### src/sv/cdt_pkg.sv
`default_nettype none
// ----------------------------------------------------------------------------
// cdt_pkg
// Shared types, widths, codes and constants of the chunk dispatch table.
// ----------------------------------------------------------------------------
package cdt_pkg;

    localparam int unsigned MAX_ENTRIES  = 1024;

    localparam int unsigned ROW_BITS     = 32;
    localparam int unsigned COL_W        = $clog2(ROW_BITS);

    localparam int unsigned FUNC_W       = 3;
    localparam int unsigned CHUNK_ID_W   = 10;
    localparam int unsigned TOTAL_W      = 40;
    localparam int unsigned CHUNK_SIZE_W = 32;
    localparam int unsigned COUNT_W      = 16;
    localparam int unsigned THR_W        = 8;

    localparam logic [CHUNK_SIZE_W-1:0] SIZE_CAP       = 32'h0100_0000;
    localparam logic [CHUNK_SIZE_W-1:0] SIZE_FLOOR     = 32'h0008_0000;
    localparam logic [CHUNK_SIZE_W-1:0] CHUNK_SIZE_RST = 32'h0010_0000;
    localparam logic [THR_W-1:0]        THR_RST        = 8'd3;

    localparam int unsigned APB_ADDR_W = 5;
    localparam int unsigned APB_DATA_W = 64;
    localparam int unsigned REG_IDX_W  = 2;

    localparam logic [REG_IDX_W-1:0] REG_TOTAL = 2'd0;
    localparam logic [REG_IDX_W-1:0] REG_CHUNK = 2'd1;
    localparam logic [REG_IDX_W-1:0] REG_THR   = 2'd2;

    localparam logic [FUNC_W-1:0] FN_DISPATCH = 3'd0;
    localparam logic [FUNC_W-1:0] FN_SUCCESS  = 3'd1;
    localparam logic [FUNC_W-1:0] FN_FAILED   = 3'd2;
    localparam logic [FUNC_W-1:0] FN_COMPLETE = 3'd3;
    localparam logic [FUNC_W-1:0] FN_QUERY    = 3'd4;

    typedef struct packed {
        logic [FUNC_W-1:0]     func;
        logic [CHUNK_ID_W-1:0] chunk_ref;
    } cdt_in_t;

    typedef struct packed {
        logic                    ok;
        logic [CHUNK_ID_W-1:0]   chunk_index;
        logic [TOTAL_W-1:0]      range_start;
        logic [TOTAL_W-1:0]      range_end;
        logic [COUNT_W-1:0]      done_count;
        logic [CHUNK_SIZE_W-1:0] adaptive_size;
    } cdt_out_t;

    typedef struct packed {
        logic [TOTAL_W-1:0]      total_bytes;
        logic [CHUNK_SIZE_W-1:0] chunk_size;
        logic [THR_W-1:0]        run_limit;
    } cdt_cfg_t;

    typedef struct packed {
        logic [ROW_BITS-1:0] done;
        logic [ROW_BITS-1:0] claimed;
    } cdt_row_t;

    typedef struct packed {
        logic clear;
        logic accept;
        logic row_inc;
        logic scan;
        logic mul;
        logic add;
        logic exec;
    } cdt_cmd_t;

    typedef struct packed {
        logic last_row;
        logic found;
        logic new_disp;
    } cdt_sts_t;

endpackage
`default_nettype wire

### src/sv/cdt_ram.sv
`default_nettype none
// ----------------------------------------------------------------------------
// cdt_ram
// Generic simple dual-port RAM, one write and one registered read port.
// ----------------------------------------------------------------------------
module cdt_ram #(
    parameter int unsigned WIDTH = 8,
    parameter int unsigned DEPTH = 16
) (
    input  logic                                     clk,
    input  logic                                     we,
    input  logic [((DEPTH > 1) ? $clog2(DEPTH) : 1)-1:0] waddr,
    input  logic [WIDTH-1:0]                         wdata,
    input  logic [((DEPTH > 1) ? $clog2(DEPTH) : 1)-1:0] raddr,
    output logic [WIDTH-1:0]                         rdata
);

    logic [WIDTH-1:0] mem_reg [DEPTH];
    logic [WIDTH-1:0] rdata_reg;

    always_ff @(posedge clk)
    begin
        if (we)
        begin
            mem_reg[waddr] <= wdata;
        end
        rdata_reg <= mem_reg[raddr];
    end

    assign rdata = rdata_reg;

endmodule
`default_nettype wire

### src/sv/cdt_regs.sv
`default_nettype none
// ----------------------------------------------------------------------------
// cdt_regs
// APB register file: total size, chunk size and streak threshold.
// ----------------------------------------------------------------------------
module cdt_regs (
    input  logic                                clk,
    input  logic                                rst_n,
    input  logic                                psel,
    input  logic                                penable,
    input  logic                                pwrite,
    input  logic [cdt_pkg::APB_ADDR_W-1:0]      paddr,
    input  logic [cdt_pkg::APB_DATA_W-1:0]      pwdata,
    output logic [cdt_pkg::APB_DATA_W-1:0]      prdata,
    output logic                                pready,
    output cdt_pkg::cdt_cfg_t                   cfg,
    output logic                                size_load
);
    import cdt_pkg::*;

    logic [TOTAL_W-1:0]      total_reg;
    logic [CHUNK_SIZE_W-1:0] chunk_reg;
    logic [THR_W-1:0]        thr_reg;
    logic                    size_load_reg;
    logic                    wr;
    logic [REG_IDX_W-1:0]    reg_idx;

    assign pready  = 1'b1;
    assign wr      = psel && penable && pwrite;
    assign reg_idx = paddr[APB_ADDR_W-1:3];

    // pulses the cycle after a chunk size write, when the new value is visible
    assign size_load = size_load_reg;

    always_ff @(posedge clk or negedge rst_n)
    begin
        if (!rst_n)
        begin
            total_reg     <= '0;
            chunk_reg     <= CHUNK_SIZE_RST;
            thr_reg       <= THR_RST;
            size_load_reg <= 1'b0;
        end
        else
        begin
            size_load_reg <= wr && (reg_idx == REG_CHUNK);
            if (wr)
            begin
                unique case (reg_idx)
                    REG_TOTAL: total_reg <= pwdata[TOTAL_W-1:0];
                    REG_CHUNK: chunk_reg <= pwdata[CHUNK_SIZE_W-1:0];
                    REG_THR:   thr_reg   <= pwdata[THR_W-1:0];
                    default:   ;
                endcase
            end
        end
    end

    always_comb
    begin
        unique case (reg_idx)
            REG_TOTAL: prdata = APB_DATA_W'(total_reg);
            REG_CHUNK: prdata = APB_DATA_W'(chunk_reg);
            REG_THR:   prdata = APB_DATA_W'(thr_reg);
            default:   prdata = '0;
        endcase
    end

    assign cfg.total_bytes = total_reg;
    assign cfg.chunk_size  = chunk_reg;
    assign cfg.run_limit   = thr_reg;

endmodule
`default_nettype wire

### src/sv/cdt_ctrl.sv
`default_nettype none
// ----------------------------------------------------------------------------
// cdt_ctrl
// Sequencer: flag clear sweep, row scan, multiply, add and commit steps.
// ----------------------------------------------------------------------------
module cdt_ctrl (
    input  logic              clk,
    input  logic              rst_n,
    input  logic              in_valid,
    output logic              in_ready,
    output logic              out_valid,
    input  logic              out_ready,
    input  cdt_pkg::cdt_sts_t sts,
    output cdt_pkg::cdt_cmd_t cmd
);
    import cdt_pkg::*;

    localparam logic [2:0] S_CLEAR    = 3'd0;
    localparam logic [2:0] S_IDLE     = 3'd1;
    localparam logic [2:0] S_SCAN_RD  = 3'd2;
    localparam logic [2:0] S_SCAN_CHK = 3'd3;
    localparam logic [2:0] S_RD       = 3'd4;
    localparam logic [2:0] S_MUL      = 3'd5;
    localparam logic [2:0] S_ADD      = 3'd6;
    localparam logic [2:0] S_FIN      = 3'd7;

    logic [2:0] state_reg;
    logic [2:0] state_next;
    logic       out_valid_reg;
    logic       out_valid_next;
    logic       out_free;

    assign out_free = !out_valid_reg || out_ready;

    always_comb
    begin
        cmd        = '0;
        in_ready   = 1'b0;
        state_next = state_reg;
        unique case (state_reg)
            S_CLEAR:
            begin
                cmd.clear = 1'b1;
                if (sts.last_row)
                begin
                    state_next = S_IDLE;
                end
                else
                begin
                    cmd.row_inc = 1'b1;
                end
            end
            S_IDLE:
            begin
                in_ready = 1'b1;
                if (in_valid)
                begin
                    cmd.accept = 1'b1;
                    state_next = sts.new_disp ? S_SCAN_RD : S_RD;
                end
            end
            S_SCAN_RD:
            begin
                state_next = S_SCAN_CHK;
            end
            S_SCAN_CHK:
            begin
                cmd.scan = 1'b1;
                if (sts.found || sts.last_row)
                begin
                    state_next = S_MUL;
                end
                else
                begin
                    cmd.row_inc = 1'b1;
                    state_next  = S_SCAN_RD;
                end
            end
            S_RD:
            begin
                state_next = S_MUL;
            end
            S_MUL:
            begin
                cmd.mul    = 1'b1;
                state_next = S_ADD;
            end
            S_ADD:
            begin
                cmd.add    = 1'b1;
                state_next = S_FIN;
            end
            S_FIN:
            begin
                if (out_free)
                begin
                    cmd.exec   = 1'b1;
                    state_next = S_IDLE;
                end
            end
        endcase
    end

    always_comb
    begin
        priority if (cmd.exec)
        begin
            out_valid_next = 1'b1;
        end
        else if (out_ready)
        begin
            out_valid_next = 1'b0;
        end
        else
        begin
            out_valid_next = out_valid_reg;
        end
    end

    always_ff @(posedge clk or negedge rst_n)
    begin
        if (!rst_n)
        begin
            state_reg     <= S_CLEAR;
            out_valid_reg <= 1'b0;
        end
        else
        begin
            state_reg     <= state_next;
            out_valid_reg <= out_valid_next;
        end
    end

    assign out_valid = out_valid_reg;

endmodule
`default_nettype wire

### src/sv/cdt_dp.sv
`default_nettype none
// ----------------------------------------------------------------------------
// cdt_dp
// Datapath: flag RAM, find-first, range multiply, counters, adaptive size.
// ----------------------------------------------------------------------------
module cdt_dp #(
    parameter int unsigned MAX_ENTRIES = cdt_pkg::MAX_ENTRIES
) (
    input  logic              clk,
    input  logic              rst_n,
    input  cdt_pkg::cdt_cmd_t cmd,
    output cdt_pkg::cdt_sts_t sts,
    input  cdt_pkg::cdt_in_t  in_data,
    input  cdt_pkg::cdt_cfg_t cfg,
    input  logic              size_load,
    output cdt_pkg::cdt_out_t out_data
);
    import cdt_pkg::*;

    localparam int unsigned ROWS   = (MAX_ENTRIES + ROW_BITS - 1) / ROW_BITS;
    localparam int unsigned RAW    = (ROWS > 1) ? $clog2(ROWS) : 1;
    localparam int unsigned IW     = ($clog2(MAX_ENTRIES) > CHUNK_ID_W) ?
                                     $clog2(MAX_ENTRIES) : CHUNK_ID_W;
    localparam int unsigned PROD_W = IW + CHUNK_SIZE_W;
    localparam int unsigned END_W  = PROD_W + 1;

    logic [RAW-1:0]          row_ptr_reg;
    logic [FUNC_W-1:0]       func_reg;
    logic [CHUNK_ID_W-1:0]   id_reg;
    logic [IW-1:0]           idx_reg;
    logic                    hit_reg;
    cdt_row_t                row_reg;
    logic [PROD_W-1:0]       prod_reg;
    logic                    exists_reg;
    logic [END_W-1:0]        end_raw_reg;
    logic [COUNT_W-1:0]      count_reg;
    logic [COUNT_W-1:0]      count_next;
    logic [CHUNK_SIZE_W-1:0] size_reg;
    logic [CHUNK_SIZE_W-1:0] size_next;
    logic [THR_W-1:0]        run_reg;
    logic [THR_W-1:0]        run_next;
    cdt_out_t                out_reg;
    cdt_out_t                out_next;

    logic [$bits(cdt_row_t)-1:0] rd_data;
    cdt_row_t                    rd_row;
    cdt_row_t                    row_new;
    logic                        ram_we;
    logic [ROW_BITS-1:0]         free;
    logic                        found;
    logic [COL_W-1:0]            col_found;
    logic [IW-1:0]               idx_in;
    logic [IW-1:0]               row_sel;
    logic [COL_W-1:0]            col;
    logic                        done_bit;
    logic [THR_W-1:0]            run_inc;
    logic [CHUNK_SIZE_W:0]       dbl;
    logic [CHUNK_SIZE_W-1:0]     half;
    logic [CHUNK_SIZE_W-1:0]     size_dbl;
    logic [CHUNK_SIZE_W-1:0]     size_half;
    logic [COUNT_W-1:0]          count_sat;
    logic [TOTAL_W-1:0]          total_m1;
    logic [TOTAL_W-1:0]          end_cap;
    logic                        id_op;
    logic                        ranged;

    cdt_ram #(
        .WIDTH($bits(cdt_row_t)),
        .DEPTH(ROWS)
    ) u_ram (
        .clk   (clk),
        .we    (ram_we),
        .waddr (row_ptr_reg),
        .wdata (cmd.clear ? '0 : row_new),
        .raddr (row_ptr_reg),
        .rdata (rd_data)
    );

    assign rd_row = cdt_row_t'(rd_data);
    assign free   = ~(rd_row.done | rd_row.claimed);

    always_comb
    begin
        found     = 1'b0;
        col_found = '0;
        for (int c = ROW_BITS - 1; c >= 0; c--)
        begin
            if (free[c])
            begin
                found     = 1'b1;
                col_found = COL_W'(c);
            end
        end
    end

    assign idx_in  = IW'(in_data.chunk_ref);
    assign row_sel = idx_in >> COL_W;

    assign sts.last_row = (row_ptr_reg == RAW'(ROWS - 1));
    assign sts.found    = found;
    assign sts.new_disp = (in_data.func == FN_DISPATCH);

    // row pointer serves the clear sweep, the scan and single-chunk requests
    always_ff @(posedge clk or negedge rst_n)
    begin
        if (!rst_n)
        begin
            row_ptr_reg <= '0;
        end
        else if (cmd.accept)
        begin
            row_ptr_reg <= (in_data.func == FN_DISPATCH) ? '0 : row_sel[RAW-1:0];
        end
        else if (cmd.row_inc)
        begin
            row_ptr_reg <= row_ptr_reg + RAW'(1);
        end
    end

    always_ff @(posedge clk)
    begin
        if (cmd.accept)
        begin
            func_reg <= in_data.func;
            id_reg   <= in_data.chunk_ref;
            idx_reg  <= idx_in;
            hit_reg  <= (in_data.func == FN_SUCCESS) || (in_data.func == FN_FAILED) ||
                        (in_data.func == FN_COMPLETE) || (in_data.func == FN_QUERY);
        end
        else if (cmd.scan && found)
        begin
            idx_reg <= (IW'(row_ptr_reg) << COL_W) | IW'(col_found);
            hit_reg <= 1'b1;
        end
        if (cmd.mul)
        begin
            prod_reg <= PROD_W'(idx_reg) * PROD_W'(cfg.chunk_size);
            row_reg  <= rd_row;
        end
        if (cmd.add)
        begin
            exists_reg  <= hit_reg &&
                           ({1'b0, idx_reg} < (IW + 1)'(MAX_ENTRIES)) &&
                           (cfg.chunk_size != '0) &&
                           (prod_reg < PROD_W'(cfg.total_bytes));
            end_raw_reg <= END_W'(prod_reg) + END_W'(cfg.chunk_size) - END_W'(1);
        end
        if (cmd.exec)
        begin
            out_reg <= out_next;
        end
    end

    assign col      = idx_reg[COL_W-1:0];
    assign done_bit = row_reg.done[col];
    assign run_inc  = run_reg + THR_W'(1);
    assign dbl      = {size_reg, 1'b0};
    assign half     = size_reg >> 1;
    assign size_dbl = (dbl > (CHUNK_SIZE_W + 1)'(SIZE_CAP)) ? SIZE_CAP :
                      dbl[CHUNK_SIZE_W-1:0];
    assign size_half = (half < SIZE_FLOOR) ? SIZE_FLOOR : half;
    assign count_sat = (count_reg == '1) ? count_reg : count_reg + COUNT_W'(1);

    always_comb
    begin
        row_new    = row_reg;
        count_next = count_reg;
        size_next  = size_reg;
        run_next   = run_reg;
        if (size_load)
        begin
            size_next = cfg.chunk_size;
        end
        if (cmd.exec && exists_reg)
        begin
            unique case (func_reg)
                FN_DISPATCH:
                begin
                    row_new.claimed[col] = 1'b1;
                end
                FN_SUCCESS:
                begin
                    row_new.done[col]    = 1'b1;
                    row_new.claimed[col] = 1'b0;
                    count_next           = count_sat;
                    if (run_inc >= cfg.run_limit)
                    begin
                        size_next = size_dbl;
                        run_next  = '0;
                    end
                    else
                    begin
                        run_next = run_inc;
                    end
                end
                FN_FAILED:
                begin
                    row_new.claimed[col] = 1'b0;
                    run_next             = '0;
                    size_next            = size_half;
                end
                FN_COMPLETE:
                begin
                    if (!done_bit)
                    begin
                        row_new.done[col]    = 1'b1;
                        row_new.claimed[col] = 1'b0;
                        count_next           = count_sat;
                    end
                end
                default: ;
            endcase
        end
    end

    assign ram_we = cmd.clear || (cmd.exec && exists_reg && (func_reg <= FN_COMPLETE));

    always_ff @(posedge clk or negedge rst_n)
    begin
        if (!rst_n)
        begin
            count_reg <= '0;
            size_reg  <= CHUNK_SIZE_RST;
            run_reg   <= '0;
        end
        else
        begin
            count_reg <= count_next;
            size_reg  <= size_next;
            run_reg   <= run_next;
        end
    end

    assign total_m1 = cfg.total_bytes - TOTAL_W'(1);
    assign end_cap  = (end_raw_reg > END_W'(total_m1)) ? total_m1 :
                      end_raw_reg[TOTAL_W-1:0];
    assign id_op    = (func_reg == FN_SUCCESS) || (func_reg == FN_FAILED) ||
                      (func_reg == FN_COMPLETE) || (func_reg == FN_QUERY);
    assign ranged   = exists_reg && ((func_reg == FN_DISPATCH) || (func_reg == FN_QUERY));

    always_comb
    begin
        out_next.ok            = exists_reg;
        out_next.chunk_index   = id_op ? id_reg :
                                 (exists_reg ? idx_reg[CHUNK_ID_W-1:0] : '0);
        out_next.range_start   = ranged ? prod_reg[TOTAL_W-1:0] : '0;
        out_next.range_end     = ranged ? end_cap : '0;
        out_next.done_count    = count_next;
        out_next.adaptive_size = size_next;
    end

    assign out_data = out_reg;

endmodule
`default_nettype wire

### src/sv/chunk_dispatch_table.sv
`default_nettype none
// ----------------------------------------------------------------------------
// chunk_dispatch_table
// Byte-range chunk table with dispatch, success/failure/completion marking,
// range query and an adaptive chunk size report.
// ----------------------------------------------------------------------------
// One request is in work at a time. Mark and query requests go through the
// steps accept, flag row read, range multiply, end add and commit before the
// next acceptance. Dispatch scans the flag RAM one row of 32 chunks at a
// time, with a read step and a check step per row, up to the first row with
// a free chunk, at most ceil(MAX_ENTRIES/32) rows, then multiplies, adds and
// commits. After reset the flag RAM is cleared one row a cycle over
// ceil(MAX_ENTRIES/32) rows (32 at the default depth), and no request is
// accepted until it is done; register writes are taken throughout. A
// finished result waits in the output register while the next request is
// accepted; the commit step stalls only if that register is still occupied.
module chunk_dispatch_table #(
    parameter int unsigned MAX_ENTRIES = cdt_pkg::MAX_ENTRIES
) (
    input  logic                           clk,
    input  logic                           rst_n,
    input  logic                           in_valid,
    output logic                           in_ready,
    input  cdt_pkg::cdt_in_t               in_data,
    output logic                           out_valid,
    input  logic                           out_ready,
    output cdt_pkg::cdt_out_t              out_data,
    input  logic                           psel,
    input  logic                           penable,
    input  logic                           pwrite,
    input  logic [cdt_pkg::APB_ADDR_W-1:0] paddr,
    input  logic [cdt_pkg::APB_DATA_W-1:0] pwdata,
    output logic [cdt_pkg::APB_DATA_W-1:0] prdata,
    output logic                           pready
);
    import cdt_pkg::*;

    cdt_cfg_t cfg;
    logic     size_load;
    cdt_cmd_t cmd;
    cdt_sts_t sts;

    cdt_regs u_regs (
        .clk       (clk),
        .rst_n     (rst_n),
        .psel      (psel),
        .penable   (penable),
        .pwrite    (pwrite),
        .paddr     (paddr),
        .pwdata    (pwdata),
        .prdata    (prdata),
        .pready    (pready),
        .cfg       (cfg),
        .size_load (size_load)
    );

    cdt_ctrl u_ctrl (
        .clk       (clk),
        .rst_n     (rst_n),
        .in_valid  (in_valid),
        .in_ready  (in_ready),
        .out_valid (out_valid),
        .out_ready (out_ready),
        .sts       (sts),
        .cmd       (cmd)
    );

    cdt_dp #(
        .MAX_ENTRIES(MAX_ENTRIES)
    ) u_dp (
        .clk       (clk),
        .rst_n     (rst_n),
        .cmd       (cmd),
        .sts       (sts),
        .in_data   (in_data),
        .cfg       (cfg),
        .size_load (size_load),
        .out_data  (out_data)
    );

endmodule
`default_nettype wire

### config.mk
export PLATFORM = sky130hd
export DESIGN_NAME = chunk_dispatch_table
export DESIGN_NICKNAME = d
export VERILOG_FILES = /design/src/sv/cdt_pkg.sv /design/src/sv/cdt_ram.sv /design/src/sv/cdt_regs.sv /design/src/sv/cdt_ctrl.sv /design/src/sv/cdt_dp.sv /design/src/sv/chunk_dispatch_table.sv
export SDC_FILE = /design/constraint.sdc
export NUM_CORES = 2
export LEC_CHECK = 0
export BUFFER_PORTS_ARGS = -buffer_cell sky130_fd_sc_hd__buf_2
export CORE_MARGIN = 8
export CORE_UTILIZATION = 37
export DETAILED_ROUTE_END_ITERATION = 10
export PLACE_DENSITY = 0.59
export SLEW_MARGIN = 15
export SYNTH_ARGS = -nofsm -noshare
export SYNTH_HDL_FRONTEND = slang
export SYNTH_HIERARCHICAL = 1
export SYNTH_SLANG_ARGS = --single-unit
### constraint.sdc
create_clock -name clk -period 6.7 [get_ports clk]
set_input_delay 1.34 -clock clk [delete_from_list [all_inputs] [get_ports clk]]
set_output_delay 1.34 -clock clk [all_outputs]
set_load 0.02 [all_outputs]
[Word level (Yosys, flattened, before mapping)]
Memory sizes are Yosys's and may differ from the RTL's. A register that Yosys moved wholly into a read port is not among the register bits.
Index checks and enable logic that the tools add are counted.
Cells by class
  $add $sub $neg: 6
  multipliers: 1
  divide/modulo/power cells: 0
  order comparisons: 8
  equality and inequality tests: 22
  shifts and indexed selects: 0
  muxes and demuxes: 118
  bitwise operators: 7
  reductions and logical operators: 36
Operator list (count)
  64-bit two-way mux: 3
  5-bit two-way mux: 35
  32-bit two-way mux: 4
  32-bit one-hot mux with 2 select lines: 2
  40-bit one-hot mux with 3 select lines: 1
  32-bit OR: 3
  32-bit one-hot mux with 3 select lines: 1
  32-bit NOT: 2
  1-bit two-way mux: 51
  16-bit two-way mux: 3
  42-bit by 32-bit adder with 43-bit output: 1
  43-bit by 40-bit greater-than comparator with 1-bit output: 1
  43-bit by 1-bit subtractor with 43-bit output (second input constant): 1
  42-bit by 40-bit less-than comparator with 1-bit output: 1
  10-bit by 32-bit multiplier with 42-bit output: 1
  10-bit two-way mux: 4
  40-bit two-way mux: 1
  40-bit by 1-bit subtractor with 40-bit output (second input constant): 1
  33-bit by 25-bit greater-than comparator with 1-bit output (second input constant): 1
  32-bit AND: 1
  16-bit one-hot mux with 2 select lines: 1
  32-bit nonzero test: 1
  31-bit by 20-bit less-than comparator with 1-bit output (second input constant): 1
  31-bit two-way mux: 1
  33 further kinds: 76
Storage, ports and cells
  register bits: 459
  bits in latches: 0
  memory bits (writable): 2048
  ROM bits: 0
  input bits: 89
  output and inout port bits: 206
  word-level logic and storage cells: 224
  memories: 1
Memory list
  u_dp.u_ram.mem_reg: words 32, width 64, read ports 1, clocked after memory_dff 1, write ports 1, line cdt_ram.sv:18  | logic [WIDTH-1:0] mem_reg [DEPTH];

[Longest topological paths before layout]
  word-level depth: 39
  gate-level depth with buffers: 23
  mapped depth without buffers: 21

[Cells and area by module]
Netlist, hierarchy kept.
By module, submodules not included
  cdt_ram: instances 1, cells each 3097, area each 78979.5 sq um, seq. area each 62780.2 sq um
  cdt_dp: instances 1, cells each 3082, area each 30734.5 sq um, seq. area each 10926.7 sq um
  cdt_regs: instances 1, cells each 290, area each 3831.2 sq um, seq. area each 2030.7 sq um
  cdt_ctrl: instances 1, cells each 34, area each 265.3 sq um, seq. area each 100.1 sq um

[Least setup slack after synthesis]
OpenSTA, ideal clock, no wires.
  path type: input -> register
  start: input out_ready
  end: memory u_dp/u_ram/mem_reg[20][0] (netlist name) (enable)
  arrival time: 6582 ps
  slack: -368 ps
  stages: 10
  buffers on the path: 3
  path through: nor2b_1 -> nor2_1 -> buf_4 -> nand2_1 -> or2_2 -> clkbuf_1 -> nand2b_1 -> or3b_2 -> clkbuf_1 -> nor2_1
RTL lines
  start: declaration: line chunk_dispatch_table.sv:26  | input logic out_ready,
  end: declaration: line cdt_ram.sv:18

[Final worst setup path]
  start: register u_dp.idx_reg[3]
  end: register u_dp.prod_reg[33] (data pin)
On the way
  word-level cells in the longest chain between the ends: 1
Ends and longest elaborated chain
  start: declaration: line cdt_dp.sv:30  | logic [IW-1:0] idx_reg;
  start signal: assignment: line cdt_dp.sv:126  | idx_reg <= idx_in;
  start signal: assignment: line cdt_dp.sv:132  | idx_reg <= (IW'(row_ptr_reg) << COL_W) | IW'(col_found);
  10-bit by 32-bit multiplier with 42-bit output: line cdt_dp.sv:137  | prod_reg <= PROD_W'(idx_reg) * PROD_W'(cfg.chunk_size);
  end signal: assignment: line cdt_dp.sv:137
  end: declaration: line cdt_dp.sv:33  | logic [PROD_W-1:0] prod_reg;
Every way passes these cells.
A chain may end at the register's enable or synchronous reset.

==> impl_results.md <==
- Outcome: completed
- Xor/xnor share of the synthesized area: 0.0100
- Hold Crit Class: reg -> reg
- Final RePlAce weighted congestion: 0.919
- ANT nets after route: 0
- Core Area: 306000 sq um
- Cell count after synthesis: 6503
- Post-synthesis mux area share: 0.145
- Fillcell total: 26800
- Detailed Routing Iterations Pass 1: 6
- Layout cells sized above 1: 0.247
- NumNets Final: 7531
- Post-synth EDFFs: 2361
- Sequential share of power: 0.317
- Reg2reg setup slack: 0.26 ns
- Sinks on Clock Net: 2571
- CTS Root Cell: clkbuf_16
- Part of the cycle the worst path needs: 0.961
- Gr ovfl total: 0
- Sequential fraction of the synthesis area: 0.666
- Syn Area/Cell: 17.5 sq um
- Cell Count, Final, Fillers Out: 11300
- Worst-Skew Late Latency: 0.87 ns
- Largest net degree at the start of global routing: 141
- Row count: 203
- PD cells: 579 nW/um^2
- Die Ht: 571 um
- Post-synthesis simple-gate area fraction: 0.0465
- Fmax achieved: 155 MHz
- Power Total: 75.4 mW
- Placed cell area: 121000 sq um
- Cts bufs inserted: 279
- Top cells by area in the synthesized netlist: edfxtp_1, mux4_2, fa_1
- Yosys cell types: 98
- Int Pwr: 46.5 mW
- Final Max Slew Viols: 0
- Main flop type after synthesis: edfxtp_1
- Final WL: 321 mm
- Area of the die: 326000 sq um
- Drt wl/cell: 28.4 um
- Net switching power: 28.9 mW
- Number of flip-flops in the largest register: 2048
- Finished Cell Area: 130000 sq um
- Initial Util: 0.372
- Placed insts: 10800
- Peak fanout along the critical path: 33
- CTS tree: done
- Synth warnings: 6
- Largest family of logic cells by synthesized area: multiplexers
- Sw Ratio: 0.383
- Final hold vios: 0
- Buffers on Ports: 242
- Area leader, netlist: edfxtp_1
- Vias in the first global route: 63200
- DIE WIDTH: 571 um
- Share of flip-flops with an asynchronous set or reset: 0.0568
- # IOs: 295
- Critical Path End Type: flop
- Tot GR Track Use: 0.192
- Setup ws final: 0.264 ns
- Synth Area in Compound Gates: 0.0359
- Min cycle time layout: 6.44 ns
- H-tree Lvls: 5
- Via/cell ratio: 5.52
- Arr. time, crit path: 6.98 ns
- Critical Path RT: 7.24 ns
- VDD IR max: 760 uV
- Skew final: 0.0848 ns
- Crit Path Category: reg -> reg
- Final core occ: 0.425
- Initial antenna violation count: 14
- Synth Area in Adders: 0.0689
- Combinational share of power: 0.484
- Leakage power: 45.2 nW
- # setup viols final: 0
- Slew margin rel.: 0.176
- MaxCap Viol Count: 0
- Layout area overhead: 14.4%
- Vias: 62300
- Worst Tran Pin Value: 1.24 ns
- DP HPWL: 193 mm
- CTS Buffer Depth: 4
- RSZ-0062 raised after global routing: no
- Yosys reg bits: 2571
- CP Launch Type: flop
- Syn Std Cell Area: 114000 sq um
- Clock Power Share: 0.199
- Number of remaining DRC errors: 0
- First-pass GRT wire length: 458 mm
- Clock-pin slew on the worst setup and hold paths: 0.06 ns
- Share of the synthesized area in the top cell type: 0.623
- DR iter-0 viols: 6348
- Place WS: 0.166 ns
## layout by cell type (no fill, tap or decap), types with 15 or more instances in the layout
master / Yosys / layout
fa_1: 239 / 239
dfrtp_1: 142 / 136
ha_1: 244 / 244
xnor2_1: 93 / 92
inv_1: 372 / 372
nor4_1: 29 / 29
bufinv_16: 0 / 17
nand2_1: 307 / 307
o21ai_0: 145 / 145
clkbuf_1: 197 / 68
clkinv_1: 1 / 44
mux2_2: 151 / 151
edfxtp_1: 2361 / 2361
nor2_4: 0 / 50
o21a_1: 20 / 20
clkbuf_8: 3 / 15
nand2b_1: 21 / 21
nand3_1: 42 / 42
o22ai_1: 31 / 31
nor2_1: 352 / 292
mux4_2: 610 / 610
nand4_1: 34 / 34
a21oi_1: 133 / 133
nor2b_1: 24 / 24
xor2_1: 37 / 37
buf_12: 0 / 30
clkbuf_16: 0 / 285
dfxtp_1: 64 / 64
a21o_1: 74 / 74
clkinv_2: 0 / 39
conb_1: 2 / 25
mux2i_1: 107 / 107
buf_2: 60 / 241
and2_1: 156 / 156
a22oi_1: 52 / 52
buf_4: 56 / 219
a211oi_1: 47 / 47
nor3_1: 68 / 65
## cell families (layout without fill, tap and decap cells)
group                    count (synthesis)  in the layout
AND/OR/NAND/NOR                       1104           1104
XOR/XNOR                               130            130
AO/OA/AOI/OAI                          623            623
other                                    2             28
multiplexers                           872            872
adder cells (fa/ha/maj)                483            483
buffers and inverters                  718           1370
flip-flops                            2571           2571
## cell type report
cell class                      instances  area, sq um  area share
Multi-Input combinational cell       3237        35500       0.272
Clock buffer                          368         7590      0.0583
Clock inverter                        132         1250     0.00964
Sequential cell                      2571        75900       0.583
Tap cell                             4100         5130      0.0394
Inverter                              379         1420      0.0109
Antenna cell                            3         7.51   0.0000577
Timing Repair Buffer                  491         3460      0.0266
## critical path, stage by stage (launching register included)
cell      delay [ns]
edfxtp_1        0.44
buf_12          0.25
nand2_1         0.11
fa_1            0.55
inv_1           0.07
fa_1            0.53
fa_1            0.44
fa_1            0.52
fa_1            0.49
ha_1            0.38
a21o_1          0.18
a221o_1         0.36
o21bai_1        0.16
a21o_1          0.21
a211o_1         0.40
a21o_1          0.22
a21o_1          0.20
a221o_1         0.33
a21oi_2         0.15
xnor2_1         0.08
## stage by stage
stage	hold slack [ns]	TNS [ns]
finish	0.439	0
global route	0.448	0
CTS	0.432	0
detailed placement	0.414	0
global placement	0.418	0
floorplan	0.400	-185.33
## cells in the mapped netlist (all sizes together), types with 44 or more instances
master / count
clkbuf: 200
nand3: 44
and2: 157
edfxtp: 2361
buf: 139
ha: 244
nand2: 310
fa: 239
nor3: 73
xnor2: 93
a22oi: 52
mux2i: 107
dfrtp: 142
inv: 378
o21ai: 149
nor2: 354
a21o: 74
mux4: 610
mux2: 155
a21oi: 134
dfxtp: 64
a211oi: 50
## power by group through the flow
| stage | Clock (mW) | Sequential (mW) | Combinational [mW] |
|---|---|---|---|
| final | 15.0 | 23.9 | 36.5 |
| after global placement | 0 | 24.1 | 36.0 |
| after CTS | 15.3 | 23.9 | 36.5 |
| after detailed placement | 0 | 24.2 | 36.3 |
| after global routing | 15.9 | 24.0 | 40.2 |
| after floorplan | 0 | 23.7 | 26.4 |
## per-layer routing
layer	vias up	global-route usage	wire, um
met2	2555	0.318	155000
met5	-	0	13
met3	516	0.0280	22000
met1	33200	0.263	133000
li1	26000	-	-
met4	2	0.0595	10500
## timing repair
action | in CTS | in global routing
endpoints found under the setup margin | 0 | 2
gates resized for setup | 0 | 1
hold buffers | 0 | 0
setup buffers | 0 | 4
## path summary, 6_finish.rpt
| check | startpoint | endpoint | cells past startpoint |
|---|---|---|---|
| max in group asynchronous | rst_n | u_dp/row_ptr_reg[4]$_DFFE_PN0P_ | 2 |
| worst min-delay path | u_dp/u_ram/rdata[23]$_DFF_P_ | u_dp/row_reg[23]$_DFFE_PP_ | 0 |
| min in group asynchronous | rst_n | u_regs/total_reg[37]$_DFFE_PN0P_ | 1 |
| worst min register to register | u_dp/u_ram/rdata[23]$_DFF_P_ | u_dp/row_reg[23]$_DFFE_PP_ | 0 |
| worst max register to register | u_dp/idx_reg[3]$_DFFE_PP_ | u_dp/prod_reg[33]$_DFFE_PP_ | 19 |
| worst max-delay path | u_dp/idx_reg[3]$_DFFE_PP_ | u_dp/prod_reg[33]$_DFFE_PP_ | 19 |
Note: power is estimated with default switching activity, not from simulation.
